--- src/hdl/hsa_pkg.sv ---
`default_nettype none
package hsa_pkg;

  localparam int SAT_FULL = 25600;
  localparam int HUE_SECT = 15360;
  localparam int HUE_FULL = 92160;

  // dividend width and quotient bits resolved per divider stage
  localparam int DIV_DVD_W = 24;
  localparam int DIV_STEP  = 4;

  typedef enum logic [1:0] {
    MODE_ADD   = 2'd0,
    MODE_SET   = 2'd1,
    MODE_SCALE = 2'd2,
    MODE_KEEP  = 2'd3
  } mode_t;

  typedef enum logic [1:0] {
    HB_RED   = 2'd0,
    HB_GREEN = 2'd1,
    HB_BLUE  = 2'd2
  } hue_base_t;

  localparam logic REG_AMOUNT = 1'b0;
  localparam logic REG_MODE   = 1'b1;

  typedef struct packed {
    logic [14:0] v;
    logic [7:0]  alpha;
    hue_base_t   base;
    logic        grey;
  } hsa_front_t;

  typedef struct packed {
    logic [14:0] v;
    logic [7:0]  alpha;
    logic [16:0] hue;
  } hsa_carry_t;

  // value in q8 percent from the max channel: mx * 25600 / 255
  // split as mx * 100 + mx * 100 / 255, the last through a shift-add
  function automatic logic [14:0] value_of(input logic [7:0] mx);
    logic [14:0] x;
    x = 15'(mx) * 15'd100;
    // exact x / 255 for x up to 25500, the largest mx * 100
    return x + ((x + {8'b0, x[14:8]} + 15'd1) >> 8);
  endfunction

endpackage
`default_nettype wire

--- src/hdl/hsa_sat.sv ---
`default_nettype none
module hsa_sat (
  input  logic                clk,
  input  logic                rst_n,
  input  logic                en,
  input  logic                in_vld,
  input  logic [14:0]         s_in,
  input  hsa_pkg::hsa_carry_t carry_in,
  input  logic signed [10:0]  amount,
  input  hsa_pkg::mode_t      mode,
  output logic                out_vld,
  output logic [14:0]         s_out,
  output hsa_pkg::hsa_carry_t carry_out
);
  import hsa_pkg::*;

  localparam logic [50:0] RECIP_100 = 51'd42949672;

  logic               vld_a_r, vld_b_r, vld_c_r;
  logic signed [20:0] cand_a_r, cand_a_nxt, cand_b_r;
  logic               scale_a_r, scale_b_r;
  logic               pos_a_r, pos_b_r;
  logic [24:0]        prod_a_r, prod_b_r;
  logic [50:0]        prod2_b_r;
  hsa_carry_t         carry_a_r, carry_b_r, carry_c_r;
  logic [14:0]        s_c_r, s_c_nxt;
  logic [20:0]        amt_ext;
  logic signed [20:0] amt_q8;
  logic [18:0]        q0;
  logic [24:0]        rr;
  logic [18:0]        qd;
  logic signed [20:0] sel;

  assign amt_ext = {{10{amount[10]}}, amount};
  assign amt_q8  = $signed({amt_ext[12:0], 8'b0});

  always_comb begin
    case (mode)
      MODE_ADD: cand_a_nxt = $signed({6'b0, s_in}) + amt_q8;
      MODE_SET: cand_a_nxt = amt_q8;
      default:  cand_a_nxt = $signed({6'b0, s_in});
    endcase
  end

  // divide by 100 through a reciprocal, one correction step
  always_comb begin
    q0  = prod2_b_r[50:32];
    rr  = prod_b_r - 25'(q0) * 25'd100;
    qd  = (rr >= 25'd100) ? q0 + 19'd1 : q0;
    if (scale_b_r) begin
      sel = pos_b_r ? $signed({2'b0, qd}) : '0;
    end else begin
      sel = cand_b_r;
    end
    if (sel < 0) begin
      s_c_nxt = '0;
    end else if (sel > 21'sd25600) begin
      s_c_nxt = 15'(SAT_FULL);
    end else begin
      s_c_nxt = sel[14:0];
    end
  end

  always_ff @(posedge clk) begin
    if (!rst_n) begin
      vld_a_r <= 1'b0;
      vld_b_r <= 1'b0;
      vld_c_r <= 1'b0;
    end else if (en) begin
      vld_a_r <= in_vld;
      vld_b_r <= vld_a_r;
      vld_c_r <= vld_b_r;
    end
  end

  always_ff @(posedge clk) begin
    if (en) begin
      cand_a_r  <= cand_a_nxt;
      scale_a_r <= (mode == MODE_SCALE);
      pos_a_r   <= !amount[10] && (amount != 11'sd0);
      prod_a_r  <= 25'(s_in) * 25'(amount[9:0]);
      carry_a_r <= carry_in;
      cand_b_r  <= cand_a_r;
      scale_b_r <= scale_a_r;
      pos_b_r   <= pos_a_r;
      prod_b_r  <= prod_a_r;
      prod2_b_r <= 51'(prod_a_r) * RECIP_100;
      carry_b_r <= carry_a_r;
      s_c_r     <= s_c_nxt;
      carry_c_r <= carry_b_r;
    end
  end

  assign out_vld   = vld_c_r;
  assign s_out     = s_c_r;
  assign carry_out = carry_c_r;
endmodule
`default_nettype wire

--- config.mk ---
export PLATFORM = sky130hd
export DESIGN_NAME = hsa_sat
export DESIGN_NICKNAME = d
export VERILOG_FILES = /design/src/hdl/hsa_pkg.sv /design/src/hdl/hsa_sat.sv
export SDC_FILE = /design/constraint.sdc
export NUM_CORES = 1
export LEC_CHECK = 0
export ABC_AREA = 1
export BUFFER_PORTS_ARGS = -buffer_cell sky130_fd_sc_hd__buf_2
export CORE_ASPECT_RATIO = 0.6
export CORE_MARGIN = 5
export CORE_UTILIZATION = 50
export CTS_BUF_LIST = sky130_fd_sc_hd__clkbuf_4 sky130_fd_sc_hd__clkbuf_8
export DETAILED_ROUTE_END_ITERATION = 6
export PLACE_DENSITY = 0.73
export SLEW_MARGIN = 20
export SYNTH_ARGS = -nofsm -noshare
export SYNTH_HDL_FRONTEND = slang
export SYNTH_SLANG_ARGS = --single-unit
export TNS_END_PERCENT = 10
--- constraint.sdc ---
create_clock -name clk -period 7.9 [get_ports clk]
set_input_delay 0.79 -clock clk [delete_from_list [all_inputs] [get_ports clk]]
set_output_delay 0.79 -clock clk [all_outputs]
set_load 0.01 [all_outputs]
==> qor.yml <==
drt:
  routed_wl_um: 70990
  drt-pass1-iter-count: 6
  drc: 0
  vias_per_cell: 5.265
  num_vias: 19730
  wire_per_inst_um: 18.94
  drtAntennaViolNets: 0
  initialDrtViolationCount: 2172
global_route:
  grt_pass1_wl_um: 112500
  grt_max_degree: 178
  grt_usage_pct: 24.17
  antenna_found_initial: 1
  overflow: 0
  grt_pass1_vias: 19710
sta:
  setup_tns_ns: 0
  post-route-period-util_pct: 89.82
  rsz0062_at_grt: "false"
  tightest_slew_ns: 1.006
  setup_viol: 0
  fin_skew_ns: 0.04456
  period_needed_ns: 7.096
  clock.fmax_mhz: 140.9
  maxSlewViolCount: 0
  max_slew_margin_pct: 32.92
  report.final.hold_viol_count: 0
critical_path:
  reg2reg_from: "prod2_b_r[39]$_DFFE_PP_"
  required_ns: 8.17
  cp-end-kind: "register"
  cpMaxStageDelayCell: "edfxtp_1"
  cp.arrival_ns: 7.37
  cpPeakStageDelay_ns: 0.52
  cp_max_fo: 14
  worst-setup-path-type: "reg2reg"
  crit_top_cell: "nand2_1"
  start_kind: "register"
  r2r_cells: 39
  reg2reg_to: "s_out[1]$_SDFFCE_PP0P_"
  r2r_slack_ns: 0.80
logic_synthesis:
  yosysSeqAreaShare_pct: 27.30
  ys_types: 46
  synth-main-ff-cell: "edfxtp_1"
  synth_edf_count: 248
  ys_ff_latch: 251
  netlist_area_um2: 27500
  ys_warn_count: 0
  synth_area_leaders: "edfxtp_1, fa_1, ha_1"
  synth_top_area_share_pct: 27.08
  syn_avg_cell_area_um2: 9.566
  synth_area_leader_cell: "edfxtp_1"
  netlist_instances: 2875
  async_reset_ff_share_pct: 0
  synth_fp_nets: 3692
floorplan:
  initial_core_util_pct: 50.61
  die_area_um2: 59950
  core_um2: 54340
  rows: 66
  fp.dieH_um: 191.7
  die_x_um: 312.8
  io_pins: 128
clocking:
  numCtsBuffers: 36
  htree_levels: 2
  cts.clk_slew.worst_paths_ns: 0.07
  cts-resized-gates: 0
  cts.path.max_buffers: 3
  cts-hold-fix-buffers: 0
  tritoncts: "built"
  clock_sinks: 251
  cts_setup_buffers: 0
  cts-root-buf: "clkbuf_8"
  worstSkewPairLatency_ns: 0.58
placement:
  io_buffers: 127
  dp.final_hpwl_um: 58580
  gp_congestion: 1.040
flow_run:
  maxCapViolations: 0
min_path:
  hold_path.class: "in2reg"
  min_path_cells: 1
  whs_endpoint: "carry_a_r[6]$_DFFE_PP_"
  min-delay-start: "carry_in[6]"
layout:
  area_growth_pct: 8.062
  layout.nets: 3827
  drive_gt1_share_pct: 7.916
outcome:
  outcome: "completed"
==> cells in the final DEF, fill, tap and decap left out, drive strengths merged, types with 8 or more instances in the layout <==
master and instances:
nor2 149, a21boi 8, edfxtp 248, fa 325, clkinv 9, ha 420, inv 691, nand3 90
xnor2 25, clkbuf 45, nor3 13, xor2 50, o21ai 49, nand4 34, a21oi 119, nand2 553
buf 143, a31oi 8
==> Yosys cell counts, types with 5 or more instances <==
cell and instances:
nand4_1 33, inv_2 5, a21oi_2 6, o21ai_1 5, fa_1 325, a21boi_0 6, nor4_1 6, xnor2_1 25
a21oi_1 113, o31ai_1 6, nand2_1 543, o21ai_0 43, nand3b_1 5, edfxtp_1 248, nor2_2 11, xor2_1 50
nand2_2 9, nand3_1 86, nor3_1 13, clkbuf_1 41, inv_1 684, ha_1 420, a31oi_1 8, nor2_1 137
==> per-layer routing <==
metal	vias up	wire length [um]	global-route usage, %
met1	9509	34790	39.15
li1	9346	-	-
met3	59	8780	7.808
met5	-	0	0
met4	0	658	2.998
met2	814	26750	31.93
==> worst max path at each step <==
stage                                        from                      to  slack [ns]  cells after the start
after floorplan                         amount[9]  prod_a_r[24]$_DFFE_PP_        1.43                     24
after global placement    prod2_b_r[35]$_DFFE_PP_  s_out[1]$_SDFFCE_PP0P_        1.10                     47
after detailed placement  prod2_b_r[38]$_DFFE_PP_  s_out[1]$_SDFFCE_PP0P_        0.97                     47
after CTS                 prod2_b_r[38]$_DFFE_PP_  s_out[1]$_SDFFCE_PP0P_        0.88                     47
after global routing      prod2_b_r[32]$_DFFE_PP_  s_out[1]$_SDFFCE_PP0P_        0.23                     44
final                     prod2_b_r[39]$_DFFE_PP_  s_out[1]$_SDFFCE_PP0P_        0.80                     39
==> sequential cells by signal, summed over array words and instances, names as in the netlist, 15 cells and up <==
name / cells
carry_b_r: 40
prod_a_r: 25
carry_out: 40
cand_a_r: 20
prod_b_r: 25
cand_b_r: 20
carry_a_r: 40
s_out: 15
prod2_b_r: 19
==> layout make-up <==
| class | instances | area (um^2) |
|---|---|---|
| Timing Repair Buffer | 143 | 778.2 |
| Clock inverter | 15 | 183.9 |
| Clock buffer | 45 | 563.0 |
| Inverter | 691 | 2594 |
| Tap cell | 714 | 893.4 |
| Multi-Input combinational cell | 1887 | 17200 |
| Fill cell | 4814 | 24620 |
| Antenna cell | 1 | 2.502 |
| Sequential cell | 251 | 7507 |
==> worst max-delay path, delay by kind of cell, from the launching register on <==
| kind | cells | cell delay, ns |
|---|---|---|
| and+or+nand+nor | 23 | 2.83 |
| adders and majority gates | 5 | 1.84 |
| AOI/OAI and AO/OA | 7 | 1.30 |
| DFF | 1 | 0.52 |
| buffers and inverters | 3 | 0.19 |
| xor gates and xnor gates | 1 | 0.07 |
==> kinds of logic after synthesis <==
kind of cell / after synthesis / synth area share (%)
XOR/XNOR: 75 / 2.389
buffers and inverters: 737 / 10.17
AND/OR/NAND/NOR: 852 / 12.91
flip-flops: 251 / 27.30
AO/OA/AOI/OAI: 215 / 4.463
adder cells (fa/ha/maj): 745 / 42.77
==> stage by stage <==
| stage | hold WS [ns] | util (%) | cell area (um^2) | setup WS, ns | cells |
|---|---|---|---|---|---|
| after floorplan | 0.4003 | - | 27500 | 1.435 | 2875 |
| after global routing | 0.3630 | 54.69 | 29720 | 0.2291 | 3746 |
| after CTS | 0.3773 | 54.69 | 29720 | 0.8822 | 3746 |
| after global placement | 0.4001 | 53.31 | 28970 | 1.102 | 3686 |
| after detailed placement | 0.4045 | 53.31 | 28970 | 0.9681 | 3686 |
| final | 0.4021 | 54.69 | 29720 | 0.8039 | 3747 |
Power is not shown: default switching activity piles up to over one toggle a cycle in this logic, so the estimate is an artifact.
