File: src/hdl/hsa_div.sv
`default_nettype none
module hsa_div #(
  parameter int DVD_W  = 24,
  parameter int DVS_W  = 8,
  parameter int STEP   = 4,
  parameter int SIDE_W = 1
) (
  input  logic              clk,
  input  logic              rst_n,
  input  logic              en,
  input  logic              in_vld,
  input  logic [DVD_W-1:0]  dvd,
  input  logic [DVS_W-1:0]  dvs,
  input  logic [SIDE_W-1:0] side_in,
  output logic              out_vld,
  output logic [DVD_W-1:0]  quo,
  output logic [DVS_W-1:0]  rem,
  output logic [SIDE_W-1:0] side_out
);
  localparam int NST   = (DVD_W + STEP - 1) / STEP;
  localparam int PAD_W = NST * STEP;
  localparam int REM_W = DVS_W + 1;

  // quotient bits shift into the low end as dividend bits leave the top
  logic [PAD_W-1:0]  wrk_r  [NST];
  logic [REM_W-1:0]  rem_r  [NST];
  logic [DVS_W-1:0]  dvs_r  [NST];
  logic [SIDE_W-1:0] side_r [NST];
  logic [NST-1:0]    vld_r;

  for (genvar k = 0; k < NST; k++) begin : g_stage
    logic [PAD_W-1:0]  w_in;
    logic [PAD_W-1:0]  w_nxt;
    logic [REM_W-1:0]  rm_in;
    logic [REM_W-1:0]  rm_nxt;
    logic [DVS_W-1:0]  d_in;
    logic [SIDE_W-1:0] s_in;
    logic              v_in;

    if (k == 0) begin : g_first
      assign w_in  = PAD_W'(dvd);
      assign rm_in = '0;
      assign d_in  = dvs;
      assign s_in  = side_in;
      assign v_in  = in_vld;
    end else begin : g_next
      assign w_in  = wrk_r[k-1];
      assign rm_in = rem_r[k-1];
      assign d_in  = dvs_r[k-1];
      assign s_in  = side_r[k-1];
      assign v_in  = vld_r[k-1];
    end

    always_comb begin
      w_nxt  = w_in;
      rm_nxt = rm_in;
      for (int j = 0; j < STEP; j++) begin
        rm_nxt = {rm_nxt[REM_W-2:0], w_nxt[PAD_W-1]};
        w_nxt  = {w_nxt[PAD_W-2:0], 1'b0};
        if (rm_nxt >= {1'b0, d_in}) begin
          rm_nxt   = rm_nxt - {1'b0, d_in};
          w_nxt[0] = 1'b1;
        end
      end
    end

    always_ff @(posedge clk) begin
      if (!rst_n) begin
        vld_r[k] <= 1'b0;
      end else if (en) begin
        vld_r[k] <= v_in;
      end
    end

    always_ff @(posedge clk) begin
      if (en) begin
        wrk_r[k]  <= w_nxt;
        rem_r[k]  <= rm_nxt;
        dvs_r[k]  <= d_in;
        side_r[k] <= s_in;
      end
    end
  end

  assign out_vld  = vld_r[NST-1];
  assign quo      = wrk_r[NST-1][DVD_W-1:0];
  assign rem      = rem_r[NST-1][DVS_W-1:0];
  assign side_out = side_r[NST-1];
endmodule
`default_nettype wire

File: config.mk
export PLATFORM = sky130hd
export DESIGN_NAME = hsa_div
export DESIGN_NICKNAME = d
export VERILOG_FILES = /design/src/hdl/hsa_div.sv
export SDC_FILE = /design/constraint.sdc
export NUM_CORES = 1
export LEC_CHECK = 0
export BUFFER_PORTS_ARGS = -buffer_cell sky130_fd_sc_hd__buf_2
export CORE_MARGIN = 2
export CORE_UTILIZATION = 50
export CTS_CLUSTER_SIZE = 10
export DETAILED_ROUTE_END_ITERATION = 7
export PLACE_DENSITY_LB_ADDON = 0.12
export SYNTH_ARGS = -nofsm -noshare
export SYNTH_HDL_FRONTEND = slang
export SYNTH_SLANG_ARGS = --single-unit
File: constraint.sdc
create_clock -name clk -period 8.5 [get_ports clk]
set_input_delay 1.275 -clock clk [delete_from_list [all_inputs] [get_ports clk]]
set_output_delay 1.275 -clock clk [all_outputs]
set_load 0.02 [all_outputs]
==> impl_metrics.env, run 1 <==
export IMPL_min_path_type="register to register"
export IMPL_use_met3_pct=2.472
export IMPL_synth_top_family_by_area="adder cells"
export IMPL_grt_use_met2_pct=35.69
export IMPL_crit_top_cell="ha_1"
export IMPL_critPathKind="register to register"
export IMPL_fp_coreArea_mm2=0.03429
export IMPL_postCtsHoldBufs=0
export IMPL_ant_nets=0
export IMPL_io_buffers=70
export IMPL_setup_violations=0
export IMPL_cts_reportedPaths_clkPinSlew_ns=0.06
export IMPL_yosys_most_used_dff="edfxtp_1"
export IMPL_area_growth_pct=15.08
export IMPL_status="complete, no violations"
export IMPL_ys_warn_count=0
export IMPL_use_met1_pct=27.01
export IMPL_maxCapViolCount=0
export IMPL_num_fill_cells=2949
export IMPL_fmax_ghz=0.1252
export IMPL_worstHoldPathCells=0
export IMPL_dp_hpwl_um=27800
export IMPL_placed_area_mm2=0.01876
export IMPL_vias=12070
export IMPL_cts_max_level=1
export IMPL_grt_pass1_wl_um=60110
export IMPL_routed_wl_um=36350
export IMPL_relSlewSlack_pct=35.44
export IMPL_grt_busiest_layer="met2"
export IMPL_async_flop_share_pct=0
export IMPL_start_kind="register"
export IMPL_fp_dieH_um=189.8
export IMPL_syn_area_per_cell_um2=11.05
export IMPL_crit_path_end_kind="register"
export IMPL_firstDrtPassIters=5
export IMPL_grt_usage_pct=20.56
export IMPL_synth_seq_area_share_pct=42.10
export IMPL_n_antenna_cell=0
export IMPL_initial_utilization_pct=50.35
export IMPL_post_route_period_util_pct=93.98
export IMPL_cp_max_fo=9
export IMPL_clkSinkCount=244
export IMPL_die_area_mm2=0.03603
export IMPL_final_cell_mix="edfxtp_1 (238), ha_1 (184), inv_1 (143), nor2_1 (94), mux2_2 (92)"
export IMPL_synth_mux_area_share_pct=8.292
export IMPL_rows=68
export IMPL_netlist_instances=1562
export IMPL_wl_per_cell_um=16.48
export IMPL_synth_xor_area_share_pct=5.175
export IMPL_drive_above_1_share_pct=19.93
export IMPL_drc=0
export IMPL_cts_tree="done"
export IMPL_synth_edff_count=238
export IMPL_layout_min_cycle_time_ns=7.989
export IMPL_instances_no_fill=2206
export IMPL_insertion_delay_ns=0.56
export IMPL_final_common_cell="edfxtp_1"
export IMPL_dieWidth_um=189.8
export IMPL_overflow=0
export IMPL_synth_simple_gate_area_share_pct=10.68
export IMPL_grt_max_degree=126
export IMPL_cp_slowest_stage_delay_ns=0.54
export IMPL_crit_slowest_cell="or4b_4"
export IMPL_routabilityCongestion=0.8904
export IMPL_worstMarginPinSlew_ns=0.9684
export IMPL_syn_nets=1808
export IMPL_synth_cell_type_count=78
export IMPL_cp_arrival_ns=8.30
export IMPL_drtIter0Drc=527
export IMPL_cts_buffers=29
export IMPL_crit_required_ns=8.81
export IMPL_place_inst=2149
export IMPL_rr_worst_depth=33
export IMPL_final_nets=1985
export IMPL_post_synth_fa_ha_maj_area_fraction_pct=16.15
export IMPL_cts_root_buf="clkbuf_16"
export IMPL_antenna_found_initial=0
export IMPL_synth_area_mm2=0.01726
export IMPL_finalHoldViolCount=0
export IMPL_io_pins=71
export IMPL_synth_compound_area_share_pct=13.87
export IMPL_grt_pass1_vias=12090
export IMPL_viasPerCell=5.471
export IMPL_synth_seq_cells=244
export IMPL_clock_path_buffers=3
export IMPL_rsz0062_at_grt="yes"
export IMPL_design_area_mm2=0.01987
export IMPL_final_max_slew_viol_count=0
export IMPL_finClkSkew_ns=0.01657
-- synth_stat cells (7+ instances only) --
| library cell | n | area share [%] |
|---|---|---|
| nand2_1 | 69 | 1.5 |
| o21ai_0 | 82 | 2.4 |
| clkbuf_1 | 15 | 0.33 |
| nor2_1 | 94 | 2.0 |
| nor2b_1 | 45 | 1.6 |
| a211oi_1 | 14 | 0.61 |
| and4_1 | 10 | 0.51 |
| mux2i_1 | 38 | 2.2 |
| mux2_2 | 92 | 6.0 |
| fa_1 | 23 | 2.7 |
| a21oi_1 | 91 | 2.6 |
| a31oi_1 | 8 | 0.29 |
| nor3_1 | 18 | 0.52 |
| xnor2_1 | 68 | 3.5 |
| a21boi_0 | 8 | 0.35 |
| nand3_1 | 21 | 0.61 |
| xor2_1 | 34 | 1.7 |
| inv_1 | 149 | 3.2 |
| ha_1 | 186 | 13 |
| edfxtp_1 | 238 | 41 |
| a21o_1 | 44 | 1.9 |
| or2_2 | 7 | 0.25 |
| o211ai_1 | 11 | 0.48 |
| nand2b_1 | 30 | 1.1 |
| nand4_1 | 22 | 0.80 |
| o21a_1 | 20 | 0.87 |
| o21bai_1 | 13 | 0.57 |
-- layer usage --
metal  part of all wire, %  wire, um  vias to the layer above
li1                      -         -                     6138
met1                    46     16820                     5700
met2                    48     17550                      172
met3                   3.1      1137                       58
met4                   2.3       846                        0
met5                     0         0                        -
-- final cells by class --
class | instances | area [um2] | share of cell area, %
clock inverters | 4 | 68.82 | 0.3464
inverters | 149 | 559.3 | 2.815
well taps | 455 | 569.3 | 2.866
flip-flops and latches | 244 | 7267 | 36.58
multi-input cells | 1149 | 9494 | 47.79
clock buffers | 39 | 773.2 | 3.892
repair buffers | 166 | 1135 | 5.712
-- repair_timing --
item	in CTS	in global routing
setup buffers	1	13
pin swaps	1	12
gates resized for setup	2	44
endpoints found under the setup margin	9	45
hold endpoints to repair	0	0
-- logic make-up after synthesis --
family	after synthesis
xor+xnor	102
mux	131
buf+inv	169
compound gates	353
fa+ha+maj	209
simple gates	354
flops	244
-- critical path: cells and delay by family, from the launching register on --
| kind | cells | cell delay (ns) |
|---|---|---|
| simple gates | 6 | 1.58 |
| compound gates | 18 | 3.59 |
| flops | 1 | 0.39 |
| fa+ha+maj | 4 | 1.29 |
| buf+inv | 3 | 0.31 |
| mux | 2 | 0.57 |
-- registers in the layout, summed over array words and instances (netlist names) --
register      count
side_r            6
wrk_r           144
g_stage.v_in      5
dvs_r            40
out_vld           1
rem_r            48
-- metrics by stage --
| stage | utilization (%) | hold WS [ns] | setup slack [ns] | setup TNS, ns |
|---|---|---|---|---|
| after floorplan | - | 0.4003 | 0.007968 | 0 |
| after global placement | 54.71 | 0.4011 | 0.1260 | 0 |
| after detailed placement | 54.71 | 0.4045 | -0.03581 | -0.1666 |
| after CTS | 57.25 | 0.4140 | 0.01945 | 0 |
| after global routing | 57.94 | 0.4184 | -0.03012 | -0.08637 |
| final | 57.94 | 0.4131 | 0.5114 | 0 |
-- path summary, 6_finish.rpt --
kind	from	endpoint	slack [ns]
hold / removal	wrk_r[4][19]$_DFFE_PP_	wrk_r[5][23]$_DFFE_PP_	0.41
setup reg to reg	rem_r[4][0]$_DFFE_PP_	rem_r[5][3]$_DFFE_PP_	0.51
setup / recovery	rem_r[4][0]$_DFFE_PP_	rem_r[5][3]$_DFFE_PP_	0.51
hold reg to reg	wrk_r[4][19]$_DFFE_PP_	wrk_r[5][23]$_DFFE_PP_	0.41
Power of run 1 is not shown: default switching activity piles up to over one toggle a cycle in this logic, so the estimate is an artifact.
==> inputs of run 2 (changes only) <==
--- a/config.mk
+++ b/config.mk
@@ -8,6 +8,7 @@
 export BUFFER_PORTS_ARGS = -buffer_cell sky130_fd_sc_hd__buf_2
 export CORE_MARGIN = 2
 export CORE_UTILIZATION = 50
+export CTS_BUF_LIST = sky130_fd_sc_hd__clkbuf_8 sky130_fd_sc_hd__clkbuf_16
 export CTS_CLUSTER_SIZE = 10
 export DETAILED_ROUTE_END_ITERATION = 7
 export PLACE_DENSITY_LB_ADDON = 0.12
==> impl_metrics.env, run 2 (same netlist as run 1, synthesis figures left out) <==
export IMPL_design_area_mm2=0.01987
export IMPL_cts_max_level=1
export IMPL_cp_slowest_stage_delay_ns=0.54
export IMPL_grt_pass1_vias=12090
export IMPL_rsz0062_at_grt="yes"
export IMPL_crit_slowest_cell="or4b_4"
export IMPL_relSlewSlack_pct=35.11
export IMPL_final_common_cell="edfxtp_1"
export IMPL_rows=68
export IMPL_routed_wl_um=36370
export IMPL_fmax_ghz=0.1252
export IMPL_placed_area_mm2=0.01876
export IMPL_io_pins=71
export IMPL_reg2reg_to="rem_r[5][3]$_DFFE_PP_"
export IMPL_dieWidth_um=189.8
export IMPL_place_inst=2149
export IMPL_critPathTopFamily="compound AO/OA/AOI/OAI gates"
export IMPL_critPathKind="register to register"
export IMPL_dp_hpwl_um=27800
export IMPL_final_util_pct=57.94
export IMPL_firstDrtPassIters=5
export IMPL_antenna_found_initial=0
export IMPL_startpoint="rem_r[4][0]$_DFFE_PP_"
export IMPL_cp_num_buf_inv=3
export IMPL_start_kind="register"
export IMPL_postCtsHoldBufs=0
export IMPL_seqCellArea_mm2=0.007267
export IMPL_largest_reg_flops=144
export IMPL_num_fill_cells=2949
export IMPL_die_area_mm2=0.03603
export IMPL_cp_arrival_ns=8.30
export IMPL_instances_no_fill=2206
export IMPL_multi_input_area_mm2=0.009494
export IMPL_cp_max_fo=9
export IMPL_area_growth_pct=15.08
export IMPL_insertion_delay_ns=0.56
export IMPL_fin_setup_tns_ns=0
export IMPL_use_met3_pct=2.472
export IMPL_cts_root_buf="clkbuf_16"
export IMPL_grt_use_met2_pct=35.69
export IMPL_clock_path_buffers=3
export IMPL_crit_cells=33
export IMPL_drtIter0Drc=562
export IMPL_io_buffers=70
export IMPL_cts_buffers=29
export IMPL_n_antenna_cell=0
export IMPL_cts_reportedPaths_clkPinSlew_ns=0.06
export IMPL_crit_path_end_kind="register"
export IMPL_grt_max_degree=126
export IMPL_regToRegStartpoint="rem_r[4][0]$_DFFE_PP_"
export IMPL_min_path_type="register to register"
export IMPL_largest_register="wrk_r"
export IMPL_grt_busiest_layer="met2"
export IMPL_cts_tree="done"
export IMPL_final_nets=1985
export IMPL_initial_utilization_pct=50.35
export IMPL_top_regs="wrk_r (144), rem_r (48), dvs_r (40)"
export IMPL_maxCapViolCount=0
export IMPL_ant_nets=0
export IMPL_worstMarginPinSlew_ns=0.9733
export IMPL_status="complete, no violations"
export IMPL_drc=0
export IMPL_post_route_period_util_pct=93.99
export IMPL_endpoint="rem_r[5][3]$_DFFE_PP_"
export IMPL_overflow=0
export IMPL_reg2reg_setup_slack_ns=0.51
export IMPL_vias=12050
export IMPL_routabilityCongestion=0.8904
export IMPL_fp_dieH_um=189.8
export IMPL_wl_per_cell_um=16.49
export IMPL_layout_min_cycle_time_ns=7.989
export IMPL_grt_pass1_wl_um=60120
export IMPL_grt_usage_pct=20.56
export IMPL_final_max_slew_viol_count=0
export IMPL_viasPerCell=5.463
export IMPL_drive_above_1_share_pct=19.93
export IMPL_clkSinkCount=244
export IMPL_setup_violations=0
export IMPL_fp_coreArea_mm2=0.03429
export IMPL_crit_required_ns=8.81
export IMPL_finalHoldViolCount=0
export IMPL_final_cell_mix="edfxtp_1 (238), ha_1 (184), inv_1 (152), nor2_1 (94), mux2_2 (92)"
export IMPL_use_met1_pct=27.01
export IMPL_crit_top_cell="ha_1"
export IMPL_rr_worst_depth=33
export IMPL_finClkSkew_ns=0.01645
run 2: cell count changes in the layout (fill, tap and decap cells not counted), sizes merged:
cell | before | now
clkbuf | 39 | 30
inv | 149 | 158
run 2: repair_timing:
action	4_1_cts	5_1_grt
setup endpoints to repair	9	45
pin swaps	1	12
gates resized for setup	2	44
setup buffers	1	13
run 2: through the flow:
step | hold slack (ns) | setup slack [ns]
floorplan | 0.4003 | 0.007968
global placement | 0.4011 | 0.1260
detailed placement | 0.4045 | -0.03581
CTS | 0.4140 | 0.01922
global route | 0.4184 | -0.02961
finish | 0.4131 | 0.5110
run 2: area by class of cell:
cell class                 count  area share, %
multi-input combinational   1149          47.79
sequential                   244          36.58
timing repair buffer         166          5.712
clock buffer                  30          3.722
tap                          455          2.866
inverter                     149          2.815
clock inverter                13         0.5164
run 2: worst min path at each step:
stage | from | to | slack, ns | cells after the start
after CTS | wrk_r[4][19]$_DFFE_PP_ | wrk_r[5][23]$_DFFE_PP_ | 0.41 | 0
after floorplan | side_r[0]$_DFFE_PP_ | side_r[1]$_DFFE_PP_ | 0.40 | 0
final | wrk_r[4][19]$_DFFE_PP_ | wrk_r[5][23]$_DFFE_PP_ | 0.41 | 0
after global routing | wrk_r[4][19]$_DFFE_PP_ | wrk_r[5][23]$_DFFE_PP_ | 0.42 | 0
after detailed placement | wrk_r[0][17]$_DFFE_PP_ | wrk_r[1][21]$_DFFE_PP_ | 0.40 | 0
after global placement | wrk_r[4][1]$_DFFE_PP_ | wrk_r[5][5]$_DFFE_PP_ | 0.40 | 0
run 2: metal layers:
metal / routed length, um / share of wire (%) / vias to the layer above
met3: 1118 / 3.1 / 58
met4: 846 / 2.3 / 0
li1: - / - / 6136
met1: 16850 / 46 / 5691
met2: 17550 / 48 / 166
met5: 0 / 0 / -
Power of run 2 is left out for the same reason.
